## src/daoa_pkg.sv

```systemverilog
// Shared types and constants of the dual ADC oversampling accumulator.
// No dependencies; used by the interfaces, the conversion unit and the top level.
package daoa_pkg;

    localparam int SAMPLE_W = 12;
    localparam int SUM_W    = 16;
    localparam int CODE_W   = 14;
    localparam int MV_W     = 12;
    localparam int VREF_W   = 12;
    localparam int TEMP_W   = 17;
    localparam int CHAN_W   = 3;

    localparam logic [SUM_W-1:0]  SUM_MAX  = 16'hFFFF;
    localparam logic [CODE_W-1:0] CODE_MAX = 14'd16383;

    // temperature constants: 2500 + ((1430 - mv) * 1000) / 43
    localparam logic signed [15:0] TEMP_MV_REF  = 16'sd1430;
    localparam logic [9:0]         TEMP_SCALE   = 10'd1000;
    localparam logic signed [20:0] TEMP_OFFSET  = 21'sd2500;
    // floor(x / 43) == (x * DIV43_MUL) >> DIV43_SHIFT for every x below 2**24
    localparam logic [24:0]        DIV43_MUL    = 25'd24970741;
    localparam int                 DIV43_SHIFT  = 30;

    // configuration port
    localparam int CFG_IDX_W  = 2;
    localparam int CFG_DATA_W = 16;
    localparam logic [CFG_IDX_W-1:0] CFG_TEMP_CHANNEL = 2'd0;
    localparam logic [CFG_IDX_W-1:0] CFG_LED_PERIOD   = 2'd1;
    localparam logic [CFG_IDX_W-1:0] CFG_VREF_MV      = 2'd2;

    localparam logic [CHAN_W-1:0] RST_TEMP_CHANNEL = 3'd4;
    localparam logic [15:0]       RST_LED_PERIOD   = 16'd500;
    localparam logic [VREF_W-1:0] RST_VREF_MV      = 12'd3300;

    typedef struct packed {
        logic              start;
        logic [SUM_W-1:0]  sum;
        logic [VREF_W-1:0] vref;
    } t_conv_req;

    typedef struct packed {
        logic                     done;
        logic [CODE_W-1:0]        code;
        logic [MV_W-1:0]          mv;
        logic signed [TEMP_W-1:0] temp;
    } t_conv_res;

endpackage

```

## src/daoa_in_if.sv

```systemverilog
// Sample pair request channel: valid/ready handshake with two 12-bit samples.
// Depends on daoa_pkg.
interface daoa_in_if;
    logic                          valid;
    logic                          ready;
    logic [daoa_pkg::SAMPLE_W-1:0] sample_first;
    logic [daoa_pkg::SAMPLE_W-1:0] sample_second;

    modport source (output valid, output sample_first, output sample_second, input ready);
    modport sink   (input valid, input sample_first, input sample_second, output ready);
endinterface

```

## src/daoa_out_if.sv

```systemverilog
// Per-channel result channel: valid/ready handshake with code, voltage and temperature.
// Depends on daoa_pkg.
interface daoa_out_if;
    logic                                 valid;
    logic                                 ready;
    logic [daoa_pkg::CHAN_W-1:0]          channel;
    logic [daoa_pkg::CODE_W-1:0]          averaged_code;
    logic [11:0]                          voltage_mv;
    logic signed [daoa_pkg::TEMP_W-1:0]   temperature_centi;
    logic                                 is_temperature;
    logic                                 activity;
    logic                                 last;

    modport source (output valid, output channel, output averaged_code, output voltage_mv,
                    output temperature_centi, output is_temperature, output activity,
                    output last, input ready);
    modport sink   (input valid, input channel, input averaged_code, input voltage_mv,
                    input temperature_centi, input is_temperature, input activity,
                    input last, output ready);
endinterface

```

## src/dual_adc_oversample_accumulator_unit.sv

```systemverilog
// Dual ADC oversampling accumulator: sums channel pairs over a block of rounds and
// reports one converted result per channel at the end of each block.
//
// i_in carries one request per simultaneous sample pair (even and odd channel of the
// current pair); pairs cycle in order and a block is SAMPLES_PER_BLOCK rounds over all
// pairs. The channel sums live in one RAM entry per pair, read on accept and written
// back in the following cycle; no new pair is accepted until the write-back is done.
// After the last pair of a block, o_out delivers one result per channel in ascending
// order, the final one flagged with last. Each result takes a RAM read, the conversion
// unit's stages (scale multiply, temperature multiply, reciprocal multiply for the
// divide by 43, offset), a wait state that sees it done and the output register load.
// While results are being produced, i_in is held not ready; once the final result
// sits in the output register, new pairs are accepted again.
// A stalled receiver holds the output register and the sequencer waits behind it.
// Configuration writes (i_cfg_we, i_cfg_idx, i_cfg_data) take effect at once and are
// meant for idle periods. Reset (i_rst_n, synchronous) returns the pair, round and
// block counters and the activity flag to zero and the registers to their defaults;
// the sum RAM needs no clearing since the first round of a block overwrites it.
module dual_adc_oversample_accumulator_unit #(
    parameter int NUM_CHANNELS      = 6,
    parameter int SAMPLES_PER_BLOCK = 16,
    parameter int OVERSAMPLE_SHIFT  = 2
) (
    input  logic                              i_clk,
    input  logic                              i_rst_n,
    daoa_in_if.sink                           i_in,
    daoa_out_if.source                        o_out,
    input  logic                              i_cfg_we,
    input  logic [daoa_pkg::CFG_IDX_W-1:0]    i_cfg_idx,
    input  logic [daoa_pkg::CFG_DATA_W-1:0]   i_cfg_data
);
    localparam int NUM_PAIRS = NUM_CHANNELS / 2;
    localparam int PW        = (NUM_PAIRS > 1) ? $clog2(NUM_PAIRS) : 1;
    localparam int CW        = PW + 1;
    localparam int RW        = (SAMPLES_PER_BLOCK > 1) ? $clog2(SAMPLES_PER_BLOCK) : 1;
    localparam int SUM_W     = daoa_pkg::SUM_W;

    typedef enum logic [5:0] {
        S_IDLE   = 6'b000001,
        S_ACC    = 6'b000010,
        S_EREAD  = 6'b000100,
        S_ESTART = 6'b001000,
        S_EWAIT  = 6'b010000,
        S_EOUT   = 6'b100000
    } t_state;

    t_state r_state, n_state;

    logic [daoa_pkg::CHAN_W-1:0] r_temp_channel;
    logic [15:0]                 r_led_period;
    logic [daoa_pkg::VREF_W-1:0] r_vref;

    logic [PW-1:0]  r_pair;
    logic [RW-1:0]  r_round;
    logic [15:0]    r_block_count;
    logic           r_activity;
    logic [CW-1:0]  r_ch;
    logic [daoa_pkg::SAMPLE_W-1:0] r_a, r_b;

    logic                                r_out_valid;
    logic [daoa_pkg::CHAN_W-1:0]         r_out_channel;
    logic [daoa_pkg::CODE_W-1:0]         r_out_code;
    logic [11:0]                         r_out_mv;
    logic signed [daoa_pkg::TEMP_W-1:0]  r_out_temp;
    logic                                r_out_is_t;
    logic                                r_out_activity;
    logic                                r_out_last;

    logic [2*SUM_W-1:0] ram_rdata, ram_wdata;
    logic [PW-1:0]      ram_raddr;
    logic               ram_we;

    daoa_pkg::t_conv_req conv_req;
    daoa_pkg::t_conv_res conv_res;

    logic in_fire, out_free, pair_last, round_last, first, ch_last, is_t;
    logic [16:0] next_count;

    function automatic logic [SUM_W-1:0] acc_sample(input logic [SUM_W-1:0] sum,
                                                    input logic [daoa_pkg::SAMPLE_W-1:0] smp,
                                                    input logic fst);
        logic [SUM_W:0] s;
        s = {1'b0, sum} + {5'd0, smp};
        if (fst) begin
            return {4'd0, smp};
        end
        return s[SUM_W] ? daoa_pkg::SUM_MAX : s[SUM_W-1:0];
    endfunction

    assign in_fire    = i_in.valid && i_in.ready;
    assign out_free   = !r_out_valid || o_out.ready;
    assign pair_last  = r_pair == PW'(NUM_PAIRS - 1);
    assign round_last = r_round == RW'(SAMPLES_PER_BLOCK - 1);
    assign first      = r_round == '0;
    assign ch_last    = r_ch == CW'(2 * NUM_PAIRS - 1);
    assign is_t       = int'(r_ch) == int'(r_temp_channel);
    assign next_count = {1'b0, r_block_count} + 17'd1;

    assign i_in.ready = r_state == S_IDLE;

    // even channel in the low half, odd channel in the high half
    assign ram_we    = r_state == S_ACC;
    assign ram_wdata = {acc_sample(ram_rdata[2*SUM_W-1:SUM_W], r_b, first),
                        acc_sample(ram_rdata[SUM_W-1:0], r_a, first)};
    assign ram_raddr = (r_state == S_IDLE) ? r_pair : r_ch[CW-1:1];

    daoa_ram #(
        .WIDTH (2 * SUM_W),
        .DEPTH (NUM_PAIRS)
    ) u_sum_ram (
        .i_clk   (i_clk),
        .i_we    (ram_we),
        .i_waddr (r_pair),
        .i_wdata (ram_wdata),
        .i_raddr (ram_raddr),
        .o_rdata (ram_rdata)
    );

    always_comb begin
        conv_req.start = r_state == S_ESTART;
        conv_req.sum   = r_ch[0] ? ram_rdata[2*SUM_W-1:SUM_W] : ram_rdata[SUM_W-1:0];
        conv_req.vref  = r_vref;
    end

    daoa_conv #(
        .OVERSAMPLE_SHIFT (OVERSAMPLE_SHIFT)
    ) u_conv (
        .i_clk   (i_clk),
        .i_rst_n (i_rst_n),
        .i_req   (conv_req),
        .o_res   (conv_res)
    );

    always_comb begin
        n_state = r_state;
        case (r_state)
            S_IDLE: begin
                if (in_fire) begin
                    n_state = S_ACC;
                end
            end
            S_ACC: begin
                n_state = (pair_last && round_last) ? S_EREAD : S_IDLE;
            end
            S_EREAD:  n_state = S_ESTART;
            S_ESTART: n_state = S_EWAIT;
            S_EWAIT: begin
                if (conv_res.done) begin
                    n_state = S_EOUT;
                end
            end
            S_EOUT: begin
                if (out_free) begin
                    n_state = ch_last ? S_IDLE : S_EREAD;
                end
            end
            default: n_state = S_IDLE;
        endcase
    end

    always_ff @(posedge i_clk) begin
        if (!i_rst_n) begin
            r_state        <= S_IDLE;
            r_temp_channel <= daoa_pkg::RST_TEMP_CHANNEL;
            r_led_period   <= daoa_pkg::RST_LED_PERIOD;
            r_vref         <= daoa_pkg::RST_VREF_MV;
            r_pair         <= '0;
            r_round        <= '0;
            r_block_count  <= '0;
            r_activity     <= 1'b0;
            r_ch           <= '0;
            r_out_valid    <= 1'b0;
        end else begin
            r_state <= n_state;
            if (i_cfg_we) begin
                case (i_cfg_idx)
                    daoa_pkg::CFG_TEMP_CHANNEL: r_temp_channel <= i_cfg_data[2:0];
                    daoa_pkg::CFG_LED_PERIOD:   r_led_period   <= i_cfg_data;
                    daoa_pkg::CFG_VREF_MV:      r_vref         <= i_cfg_data[11:0];
                    default: ;
                endcase
            end
            if (r_state == S_ACC) begin
                if (pair_last) begin
                    r_pair <= '0;
                    if (round_last) begin
                        r_round <= '0;
                        r_ch    <= '0;
                        // advance the block counter; passing the period toggles the flag
                        if (next_count > {1'b0, r_led_period}) begin
                            r_block_count <= '0;
                            r_activity    <= !r_activity;
                        end else begin
                            r_block_count <= next_count[15:0];
                        end
                    end else begin
                        r_round <= r_round + 1'b1;
                    end
                end else begin
                    r_pair <= r_pair + 1'b1;
                end
            end
            if (r_state == S_EOUT && out_free) begin
                r_out_valid <= 1'b1;
                if (!ch_last) begin
                    r_ch <= r_ch + 1'b1;
                end
            end else if (o_out.ready) begin
                r_out_valid <= 1'b0;
            end
        end
    end

    // payload registers
    always_ff @(posedge i_clk) begin
        if (in_fire) begin
            r_a <= i_in.sample_first;
            r_b <= i_in.sample_second;
        end
        if (r_state == S_EOUT && out_free) begin
            r_out_channel  <= daoa_pkg::CHAN_W'(r_ch);
            r_out_code     <= conv_res.code;
            r_out_mv       <= conv_res.mv;
            r_out_temp     <= is_t ? conv_res.temp : '0;
            r_out_is_t     <= is_t;
            r_out_activity <= r_activity;
            r_out_last     <= ch_last;
        end
    end

    assign o_out.valid             = r_out_valid;
    assign o_out.channel           = r_out_channel;
    assign o_out.averaged_code     = r_out_code;
    assign o_out.voltage_mv        = r_out_mv;
    assign o_out.temperature_centi = r_out_temp;
    assign o_out.is_temperature    = r_out_is_t;
    assign o_out.activity          = r_out_activity;
    assign o_out.last              = r_out_last;
endmodule

```

## src/daoa_ram.sv

```systemverilog
// Generic single-write, single-read RAM with registered read data.
// No dependencies.
module daoa_ram #(
    parameter int  WIDTH = 32,
    parameter int  DEPTH = 4,
    localparam int AW    = (DEPTH > 1) ? $clog2(DEPTH) : 1
) (
    input  logic             i_clk,
    input  logic             i_we,
    input  logic [AW-1:0]    i_waddr,
    input  logic [WIDTH-1:0] i_wdata,
    input  logic [AW-1:0]    i_raddr,
    output logic [WIDTH-1:0] o_rdata
);
    logic [WIDTH-1:0] r_mem [DEPTH];
    logic [WIDTH-1:0] r_rdata;

    always_ff @(posedge i_clk) begin
        if (i_we) begin
            r_mem[i_waddr] <= i_wdata;
        end
        r_rdata <= r_mem[i_raddr];
    end

    assign o_rdata = r_rdata;
endmodule

```

## src/daoa_conv.sv

```systemverilog
// Four-stage conversion of one channel sum into code, millivolts and temperature.
// Depends on daoa_pkg (t_conv_req, t_conv_res, division constants).
module daoa_conv #(
    parameter int OVERSAMPLE_SHIFT = 2
) (
    input  logic                i_clk,
    input  logic                i_rst_n,
    input  daoa_pkg::t_conv_req i_req,
    output daoa_pkg::t_conv_res o_res
);
    localparam int MV_SHIFT = 12 + OVERSAMPLE_SHIFT;

    logic [3:0]                           r_v;
    logic [daoa_pkg::CODE_W-1:0]          r_code;
    logic [daoa_pkg::CODE_W+daoa_pkg::VREF_W-1:0] r_prod;
    logic [daoa_pkg::MV_W-1:0]            r_mv;
    logic [23:0]                          r_mag;
    logic                                 r_neg;
    logic [19:0]                          r_q;
    logic signed [daoa_pkg::TEMP_W-1:0]   r_temp;

    logic [daoa_pkg::SUM_W-1:0]  sum_shifted;
    logic [daoa_pkg::CODE_W-1:0] code;
    logic [daoa_pkg::MV_W-1:0]   mv;
    logic signed [15:0]          diff;
    logic [14:0]                 mag;
    logic [48:0]                 q_prod;
    logic signed [20:0]          q_signed;
    logic signed [20:0]          temp_full;

    always_comb begin
        sum_shifted = i_req.sum >> OVERSAMPLE_SHIFT;
        code = (sum_shifted > {2'b00, daoa_pkg::CODE_MAX}) ? daoa_pkg::CODE_MAX
                                                           : sum_shifted[daoa_pkg::CODE_W-1:0];
        mv   = daoa_pkg::MV_W'(r_prod >> MV_SHIFT);
        diff = daoa_pkg::TEMP_MV_REF - $signed({4'b0000, mv});
        mag  = (diff < 0) ? 15'(-diff) : 15'(diff);
        q_prod = {25'd0, r_mag} * {24'd0, daoa_pkg::DIV43_MUL};
        q_signed  = $signed({1'b0, r_q});
        // truncate toward zero: divide the magnitude, then restore the sign
        temp_full = daoa_pkg::TEMP_OFFSET + (r_neg ? -q_signed : q_signed);
    end

    always_ff @(posedge i_clk) begin
        if (!i_rst_n) begin
            r_v <= '0;
        end else begin
            r_v <= {r_v[2:0], i_req.start};
        end
        if (i_req.start) begin
            r_code <= code;
            r_prod <= {{daoa_pkg::VREF_W{1'b0}}, code} * {{daoa_pkg::CODE_W{1'b0}}, i_req.vref};
        end
        if (r_v[0]) begin
            r_mv  <= mv;
            r_neg <= diff < 0;
            r_mag <= 24'({10'd0, mag} * {15'd0, daoa_pkg::TEMP_SCALE});
        end
        if (r_v[1]) begin
            r_q <= 20'(q_prod >> daoa_pkg::DIV43_SHIFT);
        end
        if (r_v[2]) begin
            r_temp <= daoa_pkg::TEMP_W'(temp_full);
        end
    end

    always_comb begin
        o_res.done = r_v[3];
        o_res.code = r_code;
        o_res.mv   = r_mv;
        o_res.temp = r_temp;
    end
endmodule
```

## src/flat_wrapper.sv

```systemverilog
// flat-port wrapper written by rule: the top's interface ports become plain ports
module dual_adc_oversample_accumulator_unit_flat 
#(
    parameter int NUM_CHANNELS      = 6,
    parameter int SAMPLES_PER_BLOCK = 16,
    parameter int OVERSAMPLE_SHIFT  = 2
)
  (i_clk, i_rst_n, i_cfg_we, i_cfg_idx, i_cfg_data, i_in_valid, i_in_sample_first, i_in_sample_second, i_in_ready, o_out_valid, o_out_channel, o_out_averaged_code, o_out_voltage_mv, o_out_temperature_centi, o_out_is_temperature, o_out_activity, o_out_last, o_out_ready);
  daoa_in_if i_in_i ();
  daoa_out_if o_out_i ();
  input  logic i_clk;
  input  logic i_rst_n;
  input  logic i_cfg_we;
  input  logic [daoa_pkg::CFG_IDX_W-1:0] i_cfg_idx;
  input  logic [daoa_pkg::CFG_DATA_W-1:0] i_cfg_data;
  input wire logic [$bits(i_in_i.valid)-1:0] i_in_valid;
  input wire logic [$bits(i_in_i.sample_first)-1:0] i_in_sample_first;
  input wire logic [$bits(i_in_i.sample_second)-1:0] i_in_sample_second;
  output wire logic [$bits(i_in_i.ready)-1:0] i_in_ready;
  output wire logic [$bits(o_out_i.valid)-1:0] o_out_valid;
  output wire logic [$bits(o_out_i.channel)-1:0] o_out_channel;
  output wire logic [$bits(o_out_i.averaged_code)-1:0] o_out_averaged_code;
  output wire logic [$bits(o_out_i.voltage_mv)-1:0] o_out_voltage_mv;
  output wire logic [$bits(o_out_i.temperature_centi)-1:0] o_out_temperature_centi;
  output wire logic [$bits(o_out_i.is_temperature)-1:0] o_out_is_temperature;
  output wire logic [$bits(o_out_i.activity)-1:0] o_out_activity;
  output wire logic [$bits(o_out_i.last)-1:0] o_out_last;
  input wire logic [$bits(o_out_i.ready)-1:0] o_out_ready;
  assign i_in_i.valid = i_in_valid;
  assign i_in_i.sample_first = i_in_sample_first;
  assign i_in_i.sample_second = i_in_sample_second;
  assign i_in_ready = i_in_i.ready;
  assign o_out_valid = o_out_i.valid;
  assign o_out_channel = o_out_i.channel;
  assign o_out_averaged_code = o_out_i.averaged_code;
  assign o_out_voltage_mv = o_out_i.voltage_mv;
  assign o_out_temperature_centi = o_out_i.temperature_centi;
  assign o_out_is_temperature = o_out_i.is_temperature;
  assign o_out_activity = o_out_i.activity;
  assign o_out_last = o_out_i.last;
  assign o_out_i.ready = o_out_ready;
  dual_adc_oversample_accumulator_unit #(.NUM_CHANNELS(NUM_CHANNELS), .SAMPLES_PER_BLOCK(SAMPLES_PER_BLOCK), .OVERSAMPLE_SHIFT(OVERSAMPLE_SHIFT)) u_core (.i_clk(i_clk), .i_rst_n(i_rst_n), .i_in(i_in_i), .o_out(o_out_i), .i_cfg_we(i_cfg_we), .i_cfg_idx(i_cfg_idx), .i_cfg_data(i_cfg_data));
endmodule
```

## config.mk

```make
export PLATFORM = sky130hd
export DESIGN_NAME = dual_adc_oversample_accumulator_unit_flat
export DESIGN_NICKNAME = d
export VERILOG_FILES = /design/src/daoa_pkg.sv /design/src/daoa_in_if.sv /design/src/daoa_out_if.sv /design/src/dual_adc_oversample_accumulator_unit.sv /design/src/daoa_ram.sv /design/src/daoa_conv.sv /design/src/flat_wrapper.sv
export SDC_FILE = /design/constraint.sdc
export NUM_CORES = 1
export LEC_CHECK = 0
export BUFFER_PORTS_ARGS = -buffer_cell sky130_fd_sc_hd__clkbuf_2
export CAP_MARGIN = 20
export CORE_MARGIN = 2
export CORE_UTILIZATION = 69
export DETAILED_ROUTE_END_ITERATION = 7
export PLACE_DENSITY = 0.94
export SLEW_MARGIN = 10
export SYNTH_ARGS = -nofsm -noshare
export SYNTH_HDL_FRONTEND = slang
export SYNTH_SLANG_ARGS = --single-unit
```

## constraint.sdc

```tcl
create_clock -name i_clk -period 20.4 [get_ports i_clk]
set_input_delay 1.02 -clock i_clk [delete_from_list [all_inputs] [get_ports i_clk]]
set_output_delay 1.02 -clock i_clk [all_outputs]
set_load 0.02 [all_outputs]
```

; ---- After elaboration in Yosys (flattened, before gate mapping)
; Memories as Yosys holds them, arrays and structs flattened. A register that Yosys moved wholly into a read port is not among the register bits.
; Index checks and enable logic that the tools add are counted.
; Widths: inputs -> output; s select.
[totals]
output_inout_bits = 51
rom_bits = 0
elab_cells = 105
regBits = 249
latchBits = 0
mem_count = 1
ramBits = 96
[op_classes]
mul = 3
add_sub_neg = 10
div = 0
shift = 0
n_eq_ne = 15
n_bitwise = 0
magnitude_cmp = 3
n_mux = 30
reduce_logical = 16
[mem_list]
columns = name, words, width, rd, rd_ports_with_merged_regs, write_ports, line
row1 = u_core.u_sum_ram.r_mem, 3, 32, 1, 1, 1, daoa_ram.sv:15  ; logic [WIDTH-1:0] r_mem [DEPTH];
[op_table]
columns = cell, count
row1 = $mux 16, 8
row2 = $mul 21x25->44 const B, 1
row3 = $pmux 6 s6, 1
row4 = $add 16x12->17, 2
row5 = $mul 14x12->26, 1
row6 = $mul 15x7->21 const B, 1
row7 = $mux 3, 7
row8 = $mux 6, 3
row9 = $add 13x17->17 const A, 1
row10 = $add 16x1->17 const B, 1
row11 = $gt 17x16->1, 1
row12 = $mux 17, 1
row13 = $neg 17->17, 1
row14 = $mux 15, 1
row15 = $neg 13->15, 1
row16 = $gt 14x14->1 const B, 1
row17 = $mux 14, 1
row18 = $lt 13x1->1 const B, 1
row19 = $sub 11x12->13 const A, 1
row20 = $reduce_and 2->1, 4
row21 = $eq 6x1->1 const B, 1
row22 = $eq 6x2->1 const B, 1
row23 = $eq 6x3->1 const B, 1
row24 = $eq 6x4->1 const B, 1
row25 = 23 further kinds, 34

; ---- Longest topological paths before layout
[logic_depth]
ltp_word = 6
mapped_depth = 27
depth_no_buf = 26

; ---- Cells and area by module
; From an unflattened synthesis, not the netlist that was laid out.
[unflattened]
hier_cells = 2993
hier_area_um2 = 31204.9
[by_module_without_submodules]
columns = mod, area_each_um2, seq_area_each_um2, instances, cells_each
row1 = daoa_conv, 19488.7, 2872.8, 1, 1993
row2 = dual_adc_oversample_accumulator_unit, 7453.4, 3473.3, 1, 762
row3 = daoa_ram, 4262.8, 3523.4, 1, 238

; ---- Worst setup path after synthesis
; Ideal clock, no wire load.
[synth_timing]
kind = register -> register
startpoint = register u_core.u_conv.r_prod[14] in the netlist's numbering
endpoint = register u_core.u_conv.r_mag[22] (data pin)
stages_incl_launch_ff = 25
t_required_ns = 20.138
arrival_ns = 6.533
setup_slack_ns = 13.604
path_buffers = 0
setup_time_ns = 0.262
period_less_slack_ns = 6.796
path_cell_list = edfxtp_1 -> ha_1 -> a21o_1 -> a21oi_1 -> nand2b_1 -> a31oi_1 -> inv_1 -> a21oi_2 -> inv_2 -> o21ai_0 -> fa_1 -> inv_1 -> fa_1 -> fa_1 -> inv_1 -> fa_1 -> ha_1 -> a21o_1 -> a21oi_1 -> o21ai_1 -> a41o_1 -> o41ai_2 -> o2111a_1 -> o21bai_1 -> xor2_1
[synth_via]
elab_chain_len = 4
word_cells_on_any_way = 5
cone_classes = add/sub: 2 / mul: 1 / order compare: 1 / mux: 1
[synth_lines]
columns = item, line
row1 = "start, declared", daoa_conv.sv:15  ; logic [daoa_pkg::CODE_W+daoa_pkg::VREF_W-1:0] r_prod;
row2 = "start signal, assigned", daoa_conv.sv:52  ; r_prod <= {{daoa_pkg::VREF_W{1'b0}}, code} * {{daoa_pkg::CODE_W{1'b0}}, i_req.vref};
row3 = $sub 11x12->13 *, daoa_conv.sv:36  ; diff = daoa_pkg::TEMP_MV_REF - $signed({4'b0000, mv});
row4 = via u_core.u_conv.diff[12], daoa_conv.sv:25  ; logic signed [15:0] diff;
row5 = $neg 13->15 or $lt 13x1->1 (tied branches), daoa_conv.sv:37  ; mag = (diff < 0) ? 15'(-diff) : 15'(diff);
row6 = $mux 15 *, daoa_conv.sv:37
row7 = $mul 15x7->21 *, daoa_conv.sv:57  ; r_mag <= 24'({10'd0, mag} * {15'd0, daoa_pkg::TEMP_SCALE});
row8 = "end signal, assigned", daoa_conv.sv:57
row9 = "end, declared", daoa_conv.sv:17  ; logic [23:0] r_mag;
; Mark *: on every way through the listed nets, which the timed path passes. The rest lies on a longest branch.
; A chain may end at the register's enable or synchronous reset.

; ---- Worst setup path in the final report
; Ends and elaborated chain as after synthesis.

==> qor.txt <==
Pwr Total: 0.00358 W
Die X: 214 um
Hold-fix buffers at CTS: 0
First-pass GRT wire length: 116 mm
Worst ir drop on vdd: 0.204 mV
Post-synth EDFFs: 262
Clk buf depth: 3
Post-CTS setup buffers: 0
Worst Path Max Fanout: 11
# IOs: 98
CTS tree: built
Hold WC Path Type: reg -> reg
CTS clock-pin slew for the worst setup and hold paths: 0.06 ns
Slowest stage delay, CP: 0.58 ns
Clock sinks: 362
Number of global-route vias before repair: 23,300
Total CTS buffers: 39
Yosys reg bits: 362
Avg WL per Cell: 20.3 um
Storage element area: 9870 um2
Row Count: 76
Post-synth top area cell: edfxtp_1
Grt total ovfl: 0
CP endpoint kind: flip-flop
Pin count of the biggest net entering global routing: 65
Hold path endpoint: u_core.o_out.averaged_code[1]
Initial antenna violation count: 0
Post-synth top flop: edfxtp_1
Worst Hold Depth: 0
GRT Overall Usage: 32.9%
Synth-to-Final Area Change: 8.20%
Leakage power: 15.2 nW
Worst EP required: 20.72 ns
Slew at the pin with the worst max-slew slack: 1.15 ns
Final worst path period need: 7.58 ns
Clock Latency Late Sink: 0.60 ns
DR iter-0 viols: 1,839
Normalized max-slew margin: 23.0%
Worst R2R Setup Slack: 12.82 ns
Syn Std Cell Area: 30,300 um2
MaxCap Viol Count: 0
RSZ-0062 raised after global routing: false
Fin crit share: 37.2%
Syn Inst Count: 2,836
H-tree Lvls: 2
CTS Root Cell: clkbuf_16
CP startpoint kind: flip-flop
Die area: 45,600 um2
Fmax: 0.132 GHz
Port bufs: 97
Fillcell total: 2,615
Worst r2r dst: u_core.u_conv.r_mag[22]
Via count: 21,400
R2R depth: 25
Number of distinct library cells after synthesis: 89
Initial Utilization: 70.2%
Nets: 3,655
Setup-failing EPs final: 0
Footprint of the multi-input gates: 18,200 um2
Share of cells above drive strength 1: 7.76%
Residual DRC: 0
Top cell by count, worst path: fa_1
Status: complete, no violations
DRT antenna net count: 0
Post-cts resize count: 0
Hold Fails Final Rpt: 0
Commonest non-fill, non-tap cell in the layout: inv_1
Synth warn: 0
Drt total wl: 72.0 mm
Crit path DAT: 7.90 ns
Power density cells: 109 nW/um2
Core footprint: 43,200 um2
Hold_sp: u_core.u_conv.r_code[1]
Die H: 214 um
Synth top area cells: edfxtp_1, fa_1, ha_1
CP max-delay cell: edfxtp_1
Commonest cells after routing, fill and taps aside: inv_1, ha_1, fa_1, edfxtp_1, nand2_1
Asr flop ratio synth: 0%
Final Max Slew Viols: 0
Layout Skew: 0.0347 ns
RePlAce Congestion: 1.01
Pre-antenna DRT Iters: 6
HPWL Detailed: 52.6 mm
Yosys top cell area share: 26.0%
R2r startpoint: u_core.u_conv.r_prod[14]
Sequential area share after synthesis: 32.6%
Post-DR vias/cell: 6.03
Setup TNS: 0 ns
CP Class: reg -> reg
Syn Area/Cell: 10.7 um2
## cell type report
type                    count  area share (%)
diodes                      1         0.00763
inverters                 538            6.16
well taps                 585            2.23
flip-flops and latches    362            30.1
repair buffers            112            1.82
clock buffers              51            3.27
multi-input cells        1879            55.6
clock inverters            21           0.821
## sequential cells by signal (all words and copies together) (netlist names), 16 cells and up
name and count:
u_core.o_out.temperature_centi 17, u_core.r_led_period 16, u_core.r_block_count 16, u_core.u_sum_ram.r_mem 96
u_core.u_sum_ram.o_rdata 32, u_core.u_conv.r_temp 17, u_core.u_conv.r_q 17, u_core.u_conv.r_mag 20
## logic make-up (layout without fill, tap and decap cells)
group                    Yosys count  in the layout  share of synthesized area (%)
AND/OR/NAND/NOR                  641            641                           10.1
buffers and inverters            613            722                           7.67
multiplexers                      55             55                           1.87
XOR/XNOR                         138            138                           4.01
AO/OA/AOI/OAI                    349            349                           7.66
adder cells (fa/ha/maj)          676            676                           36.1
flip-flops                       362            362                           32.6
other                              2             21                         0.0248
## worst max-delay path, delay by kind of cell, from the launching register on
family / cells / cell delay [ns]
AOI/OAI and AO/OA: 12 / 3.18
buffers and inverters: 5 / 0.69
xor gates and xnor gates: 1 / 0.16
DFF: 1 / 0.58
and+or+nand+nor: 1 / 0.12
adders and majority gates: 6 / 2.58
## stage by stage
step / setup WS (ns) / hold WS [ns] / instance area (um2) / util (%) / instances
after floorplan: 13.60 / 0.400 / 30400 / - / 2854
after detailed placement: 12.70 / 0.405 / 31400 / 72.8 / 3475
after global placement: 13.20 / 0.406 / 31400 / 72.8 / 3475
final: 12.82 / 0.417 / 32800 / 75.9 / 3549
after CTS: 12.62 / 0.417 / 32800 / 75.9 / 3547
after global routing: 12.38 / 0.427 / 32800 / 75.9 / 3548
## metal layers
| metal | global-route usage [%] | part of all wire [%] | wire length [um] |
|---|---|---|---|
| met5 | 0 | 0 | 0 |
| met3 | 5.65 | 7.2 | 5180 |
| met4 | 21.3 | 7.2 | 5170 |
| met1 | 37.5 | 36 | 25800 |
| met2 | 57.5 | 50 | 35800 |
## synth_stat cells, types with 6 or more instances
cell and instances:
a211oi_1 11, a21o_1 26, a21oi_1 120, a31oi_1 29, and2_1 85, and3_1 14, buf_2 7, clkbuf_1 61
dfxtp_1 100, edfxtp_1 262, fa_1 332, ha_1 344, inv_1 537, mux2_2 14, mux2i_1 41, nand2_1 244
nand3_1 47, nand3b_1 6, nand4_1 25, nor2_1 138, nor2b_1 18, nor3_1 20, o211ai_1 23, o21a_1 19
o21ai_0 46, o21bai_1 15, or2_2 6, xnor2_1 92, xor2_1 45
## power breakdown
group	internal, W	total [W]	switching [W]
Combinational	0.000711	0.00189	0.00118
Sequential	0.000910	0.000945	0.0000354
Clock	0.000419	0.000742	0.000323
## how the worst max path moves through the flow
stage | slack [ns] | depth (start not counted) | endpoint | start
3_3_place_gp | 13.20 | 24 | u_core.u_conv.r_mag[22] | u_core.u_conv.r_prod[14]
4_1_cts | 12.62 | 24 | u_core.u_conv.r_mag[22] | u_core.u_conv.r_prod[14]
6_report | 12.82 | 25 | u_core.u_conv.r_mag[22] | u_core.u_conv.r_prod[14]
2_1_floorplan | 13.60 | 24 | u_core.u_conv.r_mag[22] | u_core.u_conv.r_prod[14]
5_1_grt | 12.38 | 25 | u_core.u_conv.r_mag[20] | u_core.u_conv.r_prod[14]
3_5_place_dp | 12.70 | 24 | u_core.u_conv.r_mag[22] | u_core.u_conv.r_prod[14]
No activity file was read; power rests on OpenSTA's default activity.
